File: config.mk
export PLATFORM = sky130hd
export DESIGN_NAME = pedal_cadence_qualifier
export DESIGN_NICKNAME = d
export VERILOG_FILES = /design/src/sv/pcq_pkg.sv /design/src/sv/pcq_serial_sub.sv /design/src/sv/pcq_divider.sv /design/src/sv/pedal_cadence_qualifier.sv
export SDC_FILE = /design/constraint.sdc
export NUM_CORES = 1
export LEC_CHECK = 0
export ABC_AREA = 0
export BUFFER_PORTS_ARGS = -buffer_cell sky130_fd_sc_hd__buf_2
export CAP_MARGIN = 10
export CORE_ASPECT_RATIO = 0.5
export CORE_MARGIN = 5
export CORE_UTILIZATION = 40
export CTS_CLUSTER_DIAMETER = 40
export DETAILED_ROUTE_END_ITERATION = 10
export HOLD_SLACK_MARGIN = 0.08
export PLACE_DENSITY = 0.62
export SLEW_MARGIN = 25
export SYNTH_ARGS = -nofsm -noshare
export SYNTH_HDL_FRONTEND = slang
export SYNTH_SLANG_ARGS = --single-unit
File: constraint.sdc
create_clock -name clk -period 8.1 [get_ports clk]
set_input_delay 0.405 -clock clk [delete_from_list [all_inputs] [get_ports clk]]
set_output_delay 0.405 -clock clk [all_outputs]
set_load 0.01 [all_outputs]
File: src/sv/pcq_pkg.sv
// ----------------------------------------------------------------------------
// pcq_pkg
// Types and constants shared by the pedal cadence qualifier modules.
// ----------------------------------------------------------------------------
package pcq_pkg;

	localparam int unsigned TIME_W    = 32;
	localparam int unsigned DUR_W     = 16;
	localparam int unsigned FACTOR_W  = 8;
	localparam int unsigned PROD_W    = 23;
	localparam int unsigned CFG_IDX_W = 2;
	localparam int unsigned CFG_DAT_W = 16;
	localparam int unsigned DIGIT_W   = 4;

	localparam logic [CFG_IDX_W-1:0] CFG_DUAL_HALL  = 2'd0;
	localparam logic [CFG_IDX_W-1:0] CFG_TIMEOUT    = 2'd1;
	localparam logic [CFG_IDX_W-1:0] CFG_FACTOR_LIM = 2'd2;
	localparam logic [CFG_IDX_W-1:0] CFG_DEBOUNCE   = 2'd3;

	localparam logic [DUR_W-1:0]    TIMEOUT_RST    = 16'd500;
	localparam logic [FACTOR_W-1:0] FACTOR_LIM_RST = 8'd150;
	localparam logic [FACTOR_W-1:0] DEBOUNCE_RST   = 8'd5;

	localparam logic [6:0]          DUTY_SCALE = 7'd100;
	localparam logic [FACTOR_W-1:0] DUTY_MAX   = 8'd200;
	localparam logic [FACTOR_W-1:0] SMOOTH_MAX = 8'd255;

	localparam logic [0:0] CMD_CHANGE = 1'b0;
	localparam logic [0:0] CMD_TICK   = 1'b1;

	typedef struct packed {
		logic [0:0]        cmd;
		logic [TIME_W-1:0] now_ms;
		logic              pin_level;
	} in_item_t;

	typedef struct packed {
		logic                pedaling;
		logic [FACTOR_W-1:0] duty_factor;
		logic [FACTOR_W-1:0] filtered_factor;
		logic [DUR_W-1:0]    period_ms;
	} out_item_t;

endpackage

File: src/sv/pcq_serial_sub.sv
// ----------------------------------------------------------------------------
// pcq_serial_sub
// Digit-serial 32-bit subtractor, one 4-bit digit per cycle, LSB first.
// ----------------------------------------------------------------------------
module pcq_serial_sub (
	input  logic                         clk,
	input  logic                         arst_n,
	input  logic                         start,
	input  logic [pcq_pkg::TIME_W-1:0]   a,
	input  logic [pcq_pkg::TIME_W-1:0]   b,
	output logic                         done,
	output logic [pcq_pkg::TIME_W-1:0]   diff
);

	localparam int unsigned NDIG  = pcq_pkg::TIME_W / pcq_pkg::DIGIT_W;
	localparam int unsigned CNT_W = $clog2(NDIG);

	logic [pcq_pkg::TIME_W-1:0]  a_q;
	logic [pcq_pkg::TIME_W-1:0]  b_q;
	logic [pcq_pkg::TIME_W-1:0]  res_q;
	logic                        carry_q;
	logic                        busy_q;
	logic                        done_q;
	logic [CNT_W-1:0]            cnt_q;
	logic [pcq_pkg::DIGIT_W:0]   dsum;

	assign dsum = {1'b0, a_q[pcq_pkg::DIGIT_W-1:0]}
		+ {1'b0, ~b_q[pcq_pkg::DIGIT_W-1:0]}
		+ {{pcq_pkg::DIGIT_W{1'b0}}, carry_q};

	always_ff @(posedge clk or negedge arst_n) begin
		if (!arst_n) begin
			busy_q <= 1'b0;
			done_q <= 1'b0;
			cnt_q  <= '0;
		end else begin
			done_q <= 1'b0;
			if (start) begin
				busy_q <= 1'b1;
				cnt_q  <= '0;
			end else if (busy_q) begin
				cnt_q <= cnt_q + 1'b1;
				if (cnt_q == CNT_W'(NDIG - 1)) begin
					busy_q <= 1'b0;
					done_q <= 1'b1;
				end
			end
		end
	end

	always_ff @(posedge clk) begin
		if (start) begin
			a_q     <= a;
			b_q     <= b;
			carry_q <= 1'b1;
		end else if (busy_q) begin
			a_q     <= a_q >> pcq_pkg::DIGIT_W;
			b_q     <= b_q >> pcq_pkg::DIGIT_W;
			carry_q <= dsum[pcq_pkg::DIGIT_W];
			res_q   <= {dsum[pcq_pkg::DIGIT_W-1:0],
				res_q[pcq_pkg::TIME_W-1:pcq_pkg::DIGIT_W]};
		end
	end

	assign done = done_q;
	assign diff = res_q;

endmodule

File: src/sv/pcq_divider.sv
// ----------------------------------------------------------------------------
// pcq_divider
// Restoring divider, one quotient bit per cycle, result clamped at 200.
// ----------------------------------------------------------------------------
module pcq_divider (
	input  logic                           clk,
	input  logic                           arst_n,
	input  logic                           start,
	input  logic [pcq_pkg::PROD_W-1:0]     dividend,
	input  logic [pcq_pkg::DUR_W-1:0]      divisor,
	output logic                           done,
	output logic [pcq_pkg::FACTOR_W-1:0]   quotient
);

	localparam int unsigned QW    = pcq_pkg::FACTOR_W;
	localparam int unsigned DW    = pcq_pkg::DUR_W;
	localparam int unsigned CNT_W = $clog2(QW);

	logic [DW-1:0]    rem_q;
	logic [DW-1:0]    dvs_q;
	logic [QW-1:0]    dlo_q;
	logic [QW-1:0]    quo_q;
	logic             ovf_q;
	logic             busy_q;
	logic             done_q;
	logic [CNT_W-1:0] cnt_q;
	logic [DW:0]      trial;
	logic [DW:0]      trial_sub;
	logic             ge;

	assign trial     = {rem_q, dlo_q[QW-1]};
	assign ge        = trial >= {1'b0, dvs_q};
	assign trial_sub = trial - {1'b0, dvs_q};

	always_ff @(posedge clk or negedge arst_n) begin
		if (!arst_n) begin
			busy_q <= 1'b0;
			done_q <= 1'b0;
			cnt_q  <= '0;
		end else begin
			done_q <= 1'b0;
			if (start) begin
				busy_q <= 1'b1;
				cnt_q  <= '0;
			end else if (busy_q) begin
				cnt_q <= cnt_q + 1'b1;
				if (cnt_q == CNT_W'(QW - 1)) begin
					busy_q <= 1'b0;
					done_q <= 1'b1;
				end
			end
		end
	end

	always_ff @(posedge clk) begin
		if (start) begin
			rem_q <= DW'(dividend[pcq_pkg::PROD_W-1:QW]);
			dvs_q <= divisor;
			dlo_q <= dividend[QW-1:0];
			ovf_q <= {1'b0, dividend[pcq_pkg::PROD_W-1:QW]} >= divisor;
		end else if (busy_q) begin
			rem_q <= ge ? trial_sub[DW-1:0] : trial[DW-1:0];
			dlo_q <= dlo_q << 1;
			quo_q <= {quo_q[QW-2:0], ge};
		end
	end

	assign done     = done_q;
	assign quotient = (ovf_q || quo_q > pcq_pkg::DUTY_MAX) ? pcq_pkg::DUTY_MAX : quo_q;

endmodule

File: src/sv/pedal_cadence_qualifier.sv
// ----------------------------------------------------------------------------
// pedal_cadence_qualifier
// Pedal-assist hall sensor qualifier: debounce, period, duty factor, filter.
// ----------------------------------------------------------------------------
// One item in gives one result. The elapsed time since the last accepted
// change is formed by a 4-bit-per-cycle serial subtractor, and in
// single-hall mode the duty factor by a 1-bit-per-cycle restoring divider
// after a registered multiply. A tick, a debounced change or a dual-hall
// change passes through S_SUB, S_EVAL and S_DONE; a single-hall change also
// goes through S_MUL, S_DIV and S_FILT before S_DONE. An item leaves S_DONE
// only once the output register is free, and the next item is taken in S_IDLE.
// A finished result waits in the output register, so the next item is taken
// while it is pending. The user must write configuration only while no
// item is in flight; the block itself does not enforce this.
module pedal_cadence_qualifier (
	input  logic                              clk,
	input  logic                              arst_n,
	input  logic                              in_valid,
	output logic                              in_ready,
	input  pcq_pkg::in_item_t                 in_item,
	output logic                              out_valid,
	input  logic                              out_ready,
	output pcq_pkg::out_item_t                out_item,
	input  logic                              cfg_we,
	input  logic [pcq_pkg::CFG_IDX_W-1:0]     cfg_index,
	input  logic [pcq_pkg::CFG_DAT_W-1:0]     cfg_wdata
);

	typedef enum logic [6:0] {
		S_IDLE = 7'b0000001,
		S_SUB  = 7'b0000010,
		S_EVAL = 7'b0000100,
		S_MUL  = 7'b0001000,
		S_DIV  = 7'b0010000,
		S_FILT = 7'b0100000,
		S_DONE = 7'b1000000
	} state_t;

	state_t state_q;

	// configuration
	logic                           dual_q;
	logic [pcq_pkg::DUR_W-1:0]      timeout_q;
	logic [pcq_pkg::FACTOR_W-1:0]   limit_q;
	logic [pcq_pkg::FACTOR_W-1:0]   debounce_q;

	// block state
	logic [pcq_pkg::TIME_W-1:0]     last_q;
	logic [pcq_pkg::DUR_W-1:0]      high_q;
	logic [pcq_pkg::DUR_W-1:0]      low_q;
	logic [pcq_pkg::DUR_W-1:0]      psum_q;
	logic                           level_q;
	logic [pcq_pkg::FACTOR_W-1:0]   raw_q;
	logic [pcq_pkg::DUR_W-1:0]      accum_q;
	logic [pcq_pkg::FACTOR_W-1:0]   smooth_q;
	logic                           pedal_q;

	// item in flight
	pcq_pkg::in_item_t              item_q;
	logic [pcq_pkg::PROD_W-1:0]     prod_q;
	logic                           div_start_q;

	// output register
	logic                           out_valid_q;
	pcq_pkg::out_item_t             out_q;

	logic                           sub_start;
	logic                           sub_done;
	logic [pcq_pkg::TIME_W-1:0]     since;
	logic                           div_done;
	logic [pcq_pkg::FACTOR_W-1:0]   quot;

	logic [pcq_pkg::DUR_W-1:0]      elapsed;
	logic [pcq_pkg::DUR_W-1:0]      new_low;
	logic [pcq_pkg::DUR_W-1:0]      new_high;
	logic [pcq_pkg::DUR_W-1:0]      new_psum;
	logic                           too_soon;
	logic                           timed_out;
	logic [pcq_pkg::DUR_W-1:0]      accum_new;
	logic [pcq_pkg::DUR_W-2:0]      half;
	logic [pcq_pkg::FACTOR_W-1:0]   smooth_new;
	logic                           out_free;

	assign in_ready  = (state_q == S_IDLE);
	assign sub_start = in_valid && in_ready;
	assign out_free  = !out_valid_q || out_ready;

	assign elapsed   = since[pcq_pkg::DUR_W-1:0];
	assign new_low   = item_q.pin_level ? elapsed : low_q;
	assign new_high  = item_q.pin_level ? high_q : elapsed;
	assign new_psum  = new_low + new_high;
	assign too_soon  = since < {{(pcq_pkg::TIME_W - pcq_pkg::FACTOR_W){1'b0}}, debounce_q};
	assign timed_out = since > {{(pcq_pkg::TIME_W - pcq_pkg::DUR_W){1'b0}}, timeout_q};

	assign accum_new  = accum_q + {8'd0, raw_q} - {8'd0, smooth_q};
	assign half       = accum_new[pcq_pkg::DUR_W-1:1];
	assign smooth_new = (half > {7'd0, pcq_pkg::SMOOTH_MAX}) ? pcq_pkg::SMOOTH_MAX
		: half[pcq_pkg::FACTOR_W-1:0];

	pcq_serial_sub u_sub (
		.clk    (clk),
		.arst_n (arst_n),
		.start  (sub_start),
		.a      (in_item.now_ms),
		.b      (last_q),
		.done   (sub_done),
		.diff   (since)
	);

	pcq_divider u_div (
		.clk      (clk),
		.arst_n   (arst_n),
		.start    (div_start_q),
		.dividend (prod_q),
		.divisor  (low_q),
		.done     (div_done),
		.quotient (quot)
	);

	// configuration writes
	always_ff @(posedge clk or negedge arst_n) begin
		if (!arst_n) begin
			dual_q     <= 1'b0;
			timeout_q  <= pcq_pkg::TIMEOUT_RST;
			limit_q    <= pcq_pkg::FACTOR_LIM_RST;
			debounce_q <= pcq_pkg::DEBOUNCE_RST;
		end else if (cfg_we) begin
			case (cfg_index)
				pcq_pkg::CFG_DUAL_HALL:  dual_q     <= cfg_wdata[0];
				pcq_pkg::CFG_TIMEOUT:    timeout_q  <= cfg_wdata;
				pcq_pkg::CFG_FACTOR_LIM: limit_q    <= cfg_wdata[pcq_pkg::FACTOR_W-1:0];
				pcq_pkg::CFG_DEBOUNCE:   debounce_q <= cfg_wdata[pcq_pkg::FACTOR_W-1:0];
				default: ;
			endcase
		end
	end

	always_ff @(posedge clk) begin
		if (sub_start) begin
			item_q <= in_item;
		end
		if (state_q == S_MUL) begin
			prod_q <= pcq_pkg::PROD_W'(high_q) * pcq_pkg::PROD_W'(pcq_pkg::DUTY_SCALE);
		end
		if (state_q == S_DONE && out_free) begin
			out_q.pedaling        <= pedal_q;
			out_q.duty_factor     <= raw_q;
			out_q.filtered_factor <= smooth_q;
			out_q.period_ms       <= psum_q;
		end
	end

	always_ff @(posedge clk or negedge arst_n) begin
		if (!arst_n) begin
			state_q     <= S_IDLE;
			last_q      <= '0;
			high_q      <= '0;
			low_q       <= '0;
			psum_q      <= '0;
			level_q     <= 1'b0;
			raw_q       <= '0;
			accum_q     <= '0;
			smooth_q    <= '0;
			pedal_q     <= 1'b0;
			div_start_q <= 1'b0;
			out_valid_q <= 1'b0;
		end else begin
			div_start_q <= 1'b0;
			if (out_valid_q && out_ready) begin
				out_valid_q <= 1'b0;
			end
			case (state_q)
				S_IDLE: begin
					if (sub_start) begin
						state_q <= S_SUB;
					end
				end
				S_SUB: begin
					if (sub_done) begin
						state_q <= S_EVAL;
					end
				end
				S_EVAL: begin
					state_q <= S_DONE;
					if (item_q.cmd == pcq_pkg::CMD_TICK) begin
						if (timed_out) begin
							pedal_q  <= 1'b0;
							raw_q    <= '0;
							smooth_q <= '0;
						end
					end else if (!too_soon) begin
						level_q <= item_q.pin_level;
						last_q  <= item_q.now_ms;
						high_q  <= new_high;
						psum_q  <= new_psum;
						if (dual_q) begin
							low_q   <= new_low;
							pedal_q <= (new_psum <= timeout_q);
						end else begin
							low_q   <= (new_low == '0) ? pcq_pkg::DUR_W'(1) : new_low;
							state_q <= S_MUL;
						end
					end
				end
				S_MUL: begin
					div_start_q <= 1'b1;
					state_q     <= S_DIV;
				end
				S_DIV: begin
					if (div_done) begin
						raw_q   <= quot;
						state_q <= S_FILT;
					end
				end
				S_FILT: begin
					accum_q  <= accum_new;
					smooth_q <= smooth_new;
					pedal_q  <= (psum_q <= timeout_q) && (smooth_new < limit_q);
					state_q  <= S_DONE;
				end
				S_DONE: begin
					if (out_free) begin
						out_valid_q <= 1'b1;
						state_q     <= S_IDLE;
					end
				end
				default: state_q <= S_IDLE;
			endcase
		end
	end

	assign out_valid = out_valid_q;
	assign out_item  = out_q;

endmodule

==> results.md, run 1 <==
- Synthesized flop and latch total: 397
- Leak Pwr: 11.0 nW
- Layout area overhead: 15.3%
- Clk_lat worst skew: 0.57 ns
- Post-synthesis sequential area ratio: 52.3%
- Pwr dens: 398 mW/mm^2
- Nature of the critical path endpoint: flop
- RSZ-0062 raised after global routing: false
- Worst Hold Class: in2reg
- Clk slew on worst S/H paths: 0.07 ns
- Unique masters post-synth: 76
- Gr busiest metal: met2
- R2r startpoint: raw_q[2]
- Antenna Nets Post-Route: 0
- H-tree levels: 2
- Met1 Use GR: 23.4%
- # hold bufs at CTS: 44
- CTS sink cnt: 397
- Startpoint types: flop
- Final WS setup: 2.80 ns
- Number of synthesis warnings: 0
- Post-synth top area share: 32.6%
- Final WL: 46900 um
- Proportion of layout cells with a drive suffix above 1: 17.0%
- Number of global-route vias before repair: 13.9k
- Pre-antenna DRT Iters: 5
- Non-filler instance count after layout: 2728
- N_diodes: 0
- Sequential Power Share: 35.5%
- Commonest cells post-synth: 248 x nand2_1, 230 x edfxtp_1, 196 x inv_1, 184 x ha_1, 152 x dfrtp_1
- Grt ovf: 0
- Core Box Area: 0.0522 mm^2
- CTS Buf Count: 45
- Max-cap violations: 0
- Pre-CTS setup slack: 2.95 ns
- Synth area leader: edfxtp_1
- Clock skew: 0.0276 ns
- Routed via count: 13.9k
- Hold wc startpoint: cfg_wdata[3]
- Post-route DRC: 0
- Post-Syn Area: 0.0212 mm^2
- Vias per cell: 5.10
- Initial Utilization: 40.6%
- IO Pins: 92
- GR Util met2: 25.9%
- Starting DRT DRC Count: 895
- Total Neg Setup Slack: 0 ns
- Row count: 59
- Async set-reset flop share out of synthesis: 41.6%
- Die width: 336 um
- Post-route clock period utilization: 65.4%
- GRT Overall Usage: 16.1%
- Routability cong.: 0.869
- Slew of the pin with the lowest slew margin: 1.06 ns
- Status: completed
- Initial antenna violation count: 0
- EDFF count, synth: 230
- Final setup viols: 0
- Mapped Cells: 1841
- Clock tree buffer depth: 3
- Critical path required time: 8.58 ns
- Max Clk Rate: 189 MHz
- Total power: 0.00973 W
- Reg2Reg Depth: 19
- Peak VDD IR: 0.000214 V
- Internal: 0.00600 W
- Fin. Hold Viols: 0
- Top cells by area, synth: edfxtp_1 33%, dfrtp_1 18%, ha_1 11%
- Clk pwr share: 21.3%
- Mean Syn Cell Area: 11.5 um^2
- Synth Flop Type: edfxtp_1
- Post-Syn Nets: 2105
- DIE AREA: 0.0580 mm^2
- Hold endpoint: limit_q[3]
- Avg WL per Cell: 17.2 um
- Gate power share: 43.2%
- GR Util met3: 2.56%
- R2r setup slk: 2.80 ns
- Most frequent cell after synthesis: nand2_1
- Sw power: 0.00373 W
- Die Ht: 173 um
- Post-cts resize count: 0
- Largest net degree at the start of global routing: 67
- Switch share: 38.3%
- DP HPWL: 33000 um
- CP arrival: 5.78 ns
- Hold Path Cell Cnt: 2
- Root Buffer Master: clkbuf_16
- Placed Cells: 2599
- Max-slew violations: 0
- First-pass GRT wire length: 76500 um
- Min cycle time layout: 5.30 ns
- Fin nets: 2254
- FF-to-FF End: pedal_q
- Critical path type: reg2reg
- Worst Hold Margin: 0.118 ns
- Crit-path max FO: 9
- CTS tree: built
- Relative slew slack: 29.0%
- PortBufs: 91
- Setup Fix Bufs, Post-CTS: 0
==> worst max-delay path by stage <==
stage	from	end	slack, ns	cells past startpoint
finish	raw_q[2]	pedal_q	2.80	19
global route	item_q[0]	pedal_q	2.50	18
CTS	item_q[0]	pedal_q	2.90	18
detailed placement	item_q[0]	pedal_q	2.95	19
global placement	item_q[0]	pedal_q	3.04	19
floorplan	item_q[0]	pedal_q	3.24	21
==> state kept, by name, summed over array words and instances (netlist names), 16 cells and up <==
name,flops
high_q,16
u_sub.a_q,32
out_item,33
timeout_q,16
psum_q,16
accum_q,16
u_div.rem_q,16
u_sub.diff,32
low_q,16
u_div.dvs_q,16
item_q,34
prod_q,21
u_sub.b_q,32
last_q,32
==> through the flow <==
stage	area, um^2	utilization [%]
2_1_floorplan	21200	-
3_3_place_gp	22400	43.0
3_5_place_dp	22400	43.0
4_1_cts	24400	46.8
5_1_grt	24400	46.8
6_report	24400	46.8
==> cell families (layout without fill, tap and decap cells) <==
logic type,count (synthesis),after routing,share of synthesized area [%]
compound gates,302,302,9.23
xor+xnor,52,52,2.15
fa+ha+maj,207,207,13.0
buf+inv,243,429,4.45
flops,397,397,52.3
mux,152,152,7.99
simple gates,488,488,10.8
==> layout make-up <==
type,instances,area (um^2)
fill,4739,27800
clock inverter,25,275
clock buffer,59,1250
tap,701,877
inverter,198,744
multi-input combinational,1201,9180
sequential,397,11100
timing repair buffer,147,1010
==> placed cells by master (no fill, tap or decap), types with 23 or more instances in the layout <==
master,instances
o21ai_0,73
mux2_2,125
nor2_1,69
nand2_1,246
edfxtp_1,230
dlygate4sd3_1,44
inv_1,196
fa_1,23
a21oi_1,79
a21o_1,27
clkbuf_16,47
nand4_1,25
dfrtp_1,151
buf_2,90
ha_1,184
mux2i_1,24
xnor2_1,38
==> power by group through the flow <==
stage	Clock (W)	Sequential [W]	Combinational, W
final	0.00208	0.00345	0.00421
after global routing	0.00222	0.00353	0.00478
after CTS	0.00212	0.00346	0.00422
after detailed placement	0	0.00350	0.00415
after global placement	0	0.00348	0.00409
after floorplan	0	0.00330	0.00325
==> routing by layer <==
layer / part of all wire (%) / vias to the layer above / routed length, um
li1: - / 6870 / -
met1: 49 / 6765 / 23000
met2: 45 / 226 / 21300
met3: 4.0 / 65 / 1890
met4: 1.6 / 0 / 747
met5: 0 / - / 0
==> worst max-delay path, stage by stage (launching register included) <==
cell and delay, ns:
dfrtp_1 0.35, inv_1 0.07, fa_1 0.54, inv_1 0.04, ha_1 0.33, nor2b_1 0.17, o31a_1 0.31, o2111a_1 0.31
or4_1 0.51, o211ai_1 0.13, nor4b_4 0.46, nand3_1 0.20, ha_1 0.34, a21o_1 0.16, a21o_1 0.17, a211oi_1 0.56
o211a_1 0.25, a211oi_1 0.05, o2bb2ai_1 0.13, a21oi_1 0.11
Power figures use the tool's default switching activity.
==> inputs of run 2 (changes only) <==
==> constraint.sdc (replaced) <==
create_clock -name clk -period 5.1 [get_ports clk]
set_input_delay 0.255 -clock clk [delete_from_list [all_inputs] [get_ports clk]]
set_output_delay 0.255 -clock clk [all_outputs]
set_load 0.01 [all_outputs]
==> run 2 against run 1 <==
  * Maximum frequency up 11%
  * Critical path depth up 1
  * Utilization up 0.14 points
  * Setup slack worse by 2.5 ns
  * Design area up 0.31%
  * Final cell count up 0.51%
  * Sequential power up 59%
  * Via count up 0.62%
  * Combinational power up 60%
  * Clock power up 50%
  * Critical path type unchanged
  * Critical endpoint unchanged
  * Highest routed layer unchanged
==> results.md, run 2 (synthesis gave the netlist of run 1 again) <==
- Status: completed
- CTS sink cnt: 397
- Commonest non-fill, non-tap cells in the layout: 246 x nand2_1, 230 x edfxtp_1, 196 x inv_1, 184 x ha_1, 151 x dfrtp_1
- Fill count: 4749
- Die width: 336 um
- GRT Overall Usage: 15.9%
- DP HPWL: 33100 um
- Max-cap violations: 0
- Crit-path max FO: 6
- Max-slew violations: 0
- Clock skew: 0.0221 ns
- Starting DRT DRC Count: 983
- Critical path type: reg2reg
- Startpoint types: flop
- Clock tree buffer depth: 3
- Peak VDD IR: 0.000304 V
- Initial antenna violation count: 0
- PortBufs: 91
- DIE AREA: 0.0580 mm^2
- Post-route clock period utilization: 93.7%
- Clk_lat worst skew: 0.55 ns
- Non-filler instance count after layout: 2742
- Post-route DRC: 0
- FF+latch area: 0.0111 mm^2
- Most common cell after layout, fill and taps aside: nand2_1
- CP arrival: 5.25 ns
- Leak Pwr: 11.0 nW
- Largest net degree at the start of global routing: 94
- Reg2Reg Depth: 20
- Core Box Area: 0.0522 mm^2
- CTS Buf Count: 43
- Critical path required time: 5.58 ns
- Biggest register: item_q
- Relative slew slack: 32.7%
- RSZ-0062 raised after global routing: false
- Pre-antenna DRT Iters: 5
- Row count: 59
- Placed Cells: 2606
- Die Ht: 173 um
- Proportion of layout cells with a drive suffix above 1: 16.9%
- Final WL: 46200 um
- Routed via count: 14.0k
- Pwr dens: 625 mW/mm^2
- Total Neg Setup Slack: 0 ns
- Antenna Nets Post-Route: 0
- Number of global-route vias before repair: 14.1k
- Area occupied by multi-input gates: 0.00920 mm^2
- Grt ovf: 0
- CTS tree: built
- H-tree levels: 2
- Max Clk Rate: 209 MHz
- Initial Utilization: 40.6%
- Clk slew on worst S/H paths: 0.07 ns
- Slew of the pin with the lowest slew margin: 1.01 ns
- Min cycle time layout: 4.78 ns
- Final setup viols: 0
- R2r setup slk: 0.32 ns
- First-pass GRT wire length: 75700 um
- Fin. Hold Viols: 0
- Avg WL per Cell: 16.8 um
- Fin nets: 2271
- Nature of the critical path endpoint: flop
- IO Pins: 92
- Root Buffer Master: clkbuf_16
- N_diodes: 0
- Number of flip-flops in the largest register: 34
- Layout area overhead: 15.7%
- Worst Hold Class: in2async
- Vias per cell: 5.11
- Routability cong.: 0.855
==> run 2: cell types whose count changed in the layout (fill, tap and decap cells not counted), sizes merged <==
cell	change
inv	-1
clkbuf	-6
buf	+8
clkinvlp	+2
dlygate4sd3	+11
clkinv	-2
bufinv	+2
==> run 2: per-layer routing <==
metal	global-route usage [%]	part of all wire (%)	up-vias
met4	3.22	1.8	0
met5	0	0	-
li1	-	-	6892
met2	25.6	46	251
met1	22.9	48	6802
met3	2.72	4.5	67
==> run 2: critical path: stages (launching register included) <==
cell       delay [ns]
dfrtp_1          0.34
inv_1            0.07
fa_1             0.54
inv_1            0.04
ha_1             0.33
nor2b_1          0.16
o31a_1           0.28
o2111a_1         0.31
or4_1            0.51
o211ai_1         0.13
nor4b_4          0.33
buf_4            0.21
nand3_1          0.10
ha_1             0.19
a21o_1           0.17
a21o_1           0.18
a211oi_2         0.29
o211a_1          0.22
a211oi_1         0.05
o2bb2ai_1        0.14
a21oi_1          0.11
==> run 2: repair_timing <==
| action | 4_1_cts | 5_1_grt |
|---|---|---|
| buffers inserted | 0 | 0 |
| endpoints found under the hold margin | 180 | 0 |
| hold buffers | 55 | 0 |
| setup endpoints to repair | 0 | 1 |
| resized for setup | 0 | 3 |
==> run 2: area by class of cell <==
| type | count | share of cell area (%) |
|---|---|---|
| Sequential cell | 397 | 45.3 |
| Multi-Input combinational cell | 1201 | 37.5 |
| Timing Repair Buffer | 166 | 4.85 |
| Clock buffer | 53 | 4.58 |
| Tap cell | 701 | 3.58 |
| Inverter | 198 | 3.04 |
| Clock inverter | 26 | 1.16 |
==> run 2: power by group <==
part | leakage, nW | total (W) | switching, W | internal (W)
logic | 5.97 | 0.00674 | 0.00382 | 0.00292
clock network | 0.676 | 0.00311 | 0.00132 | 0.00179
registers | 4.37 | 0.00547 | 0.000686 | 0.00478
total | 11.0 | 0.0153 | 0.00582 | 0.00950
==> run 2: worst paths after layout <==
check,end,from
worst max-delay path,pedal_q,raw_q[2]
worst min-delay path,last_q[18],arst_n
worst max register to register,pedal_q,raw_q[2]
worst min register to register,out_item[31],raw_q[7]
max in group asynchronous,low_q[11],arst_n
min in group clk,dual_q,cfg_we
==> run 2: metrics by stage <==
stage	cell area (um^2)	power (W)	hold slack [ns]	util (%)	setup slack, ns
floorplan	21200	0.0104	-0.0406	-	0.242
global placement	22500	0.0121	0.413	43.1	0.332
detailed placement	22500	0.0122	0.412	43.1	0.227
CTS	24500	0.0154	0.153	46.8	0.184
global route	24500	0.0166	0.117	47.0	0.0576
finish	24500	0.0153	0.130	47.0	0.322
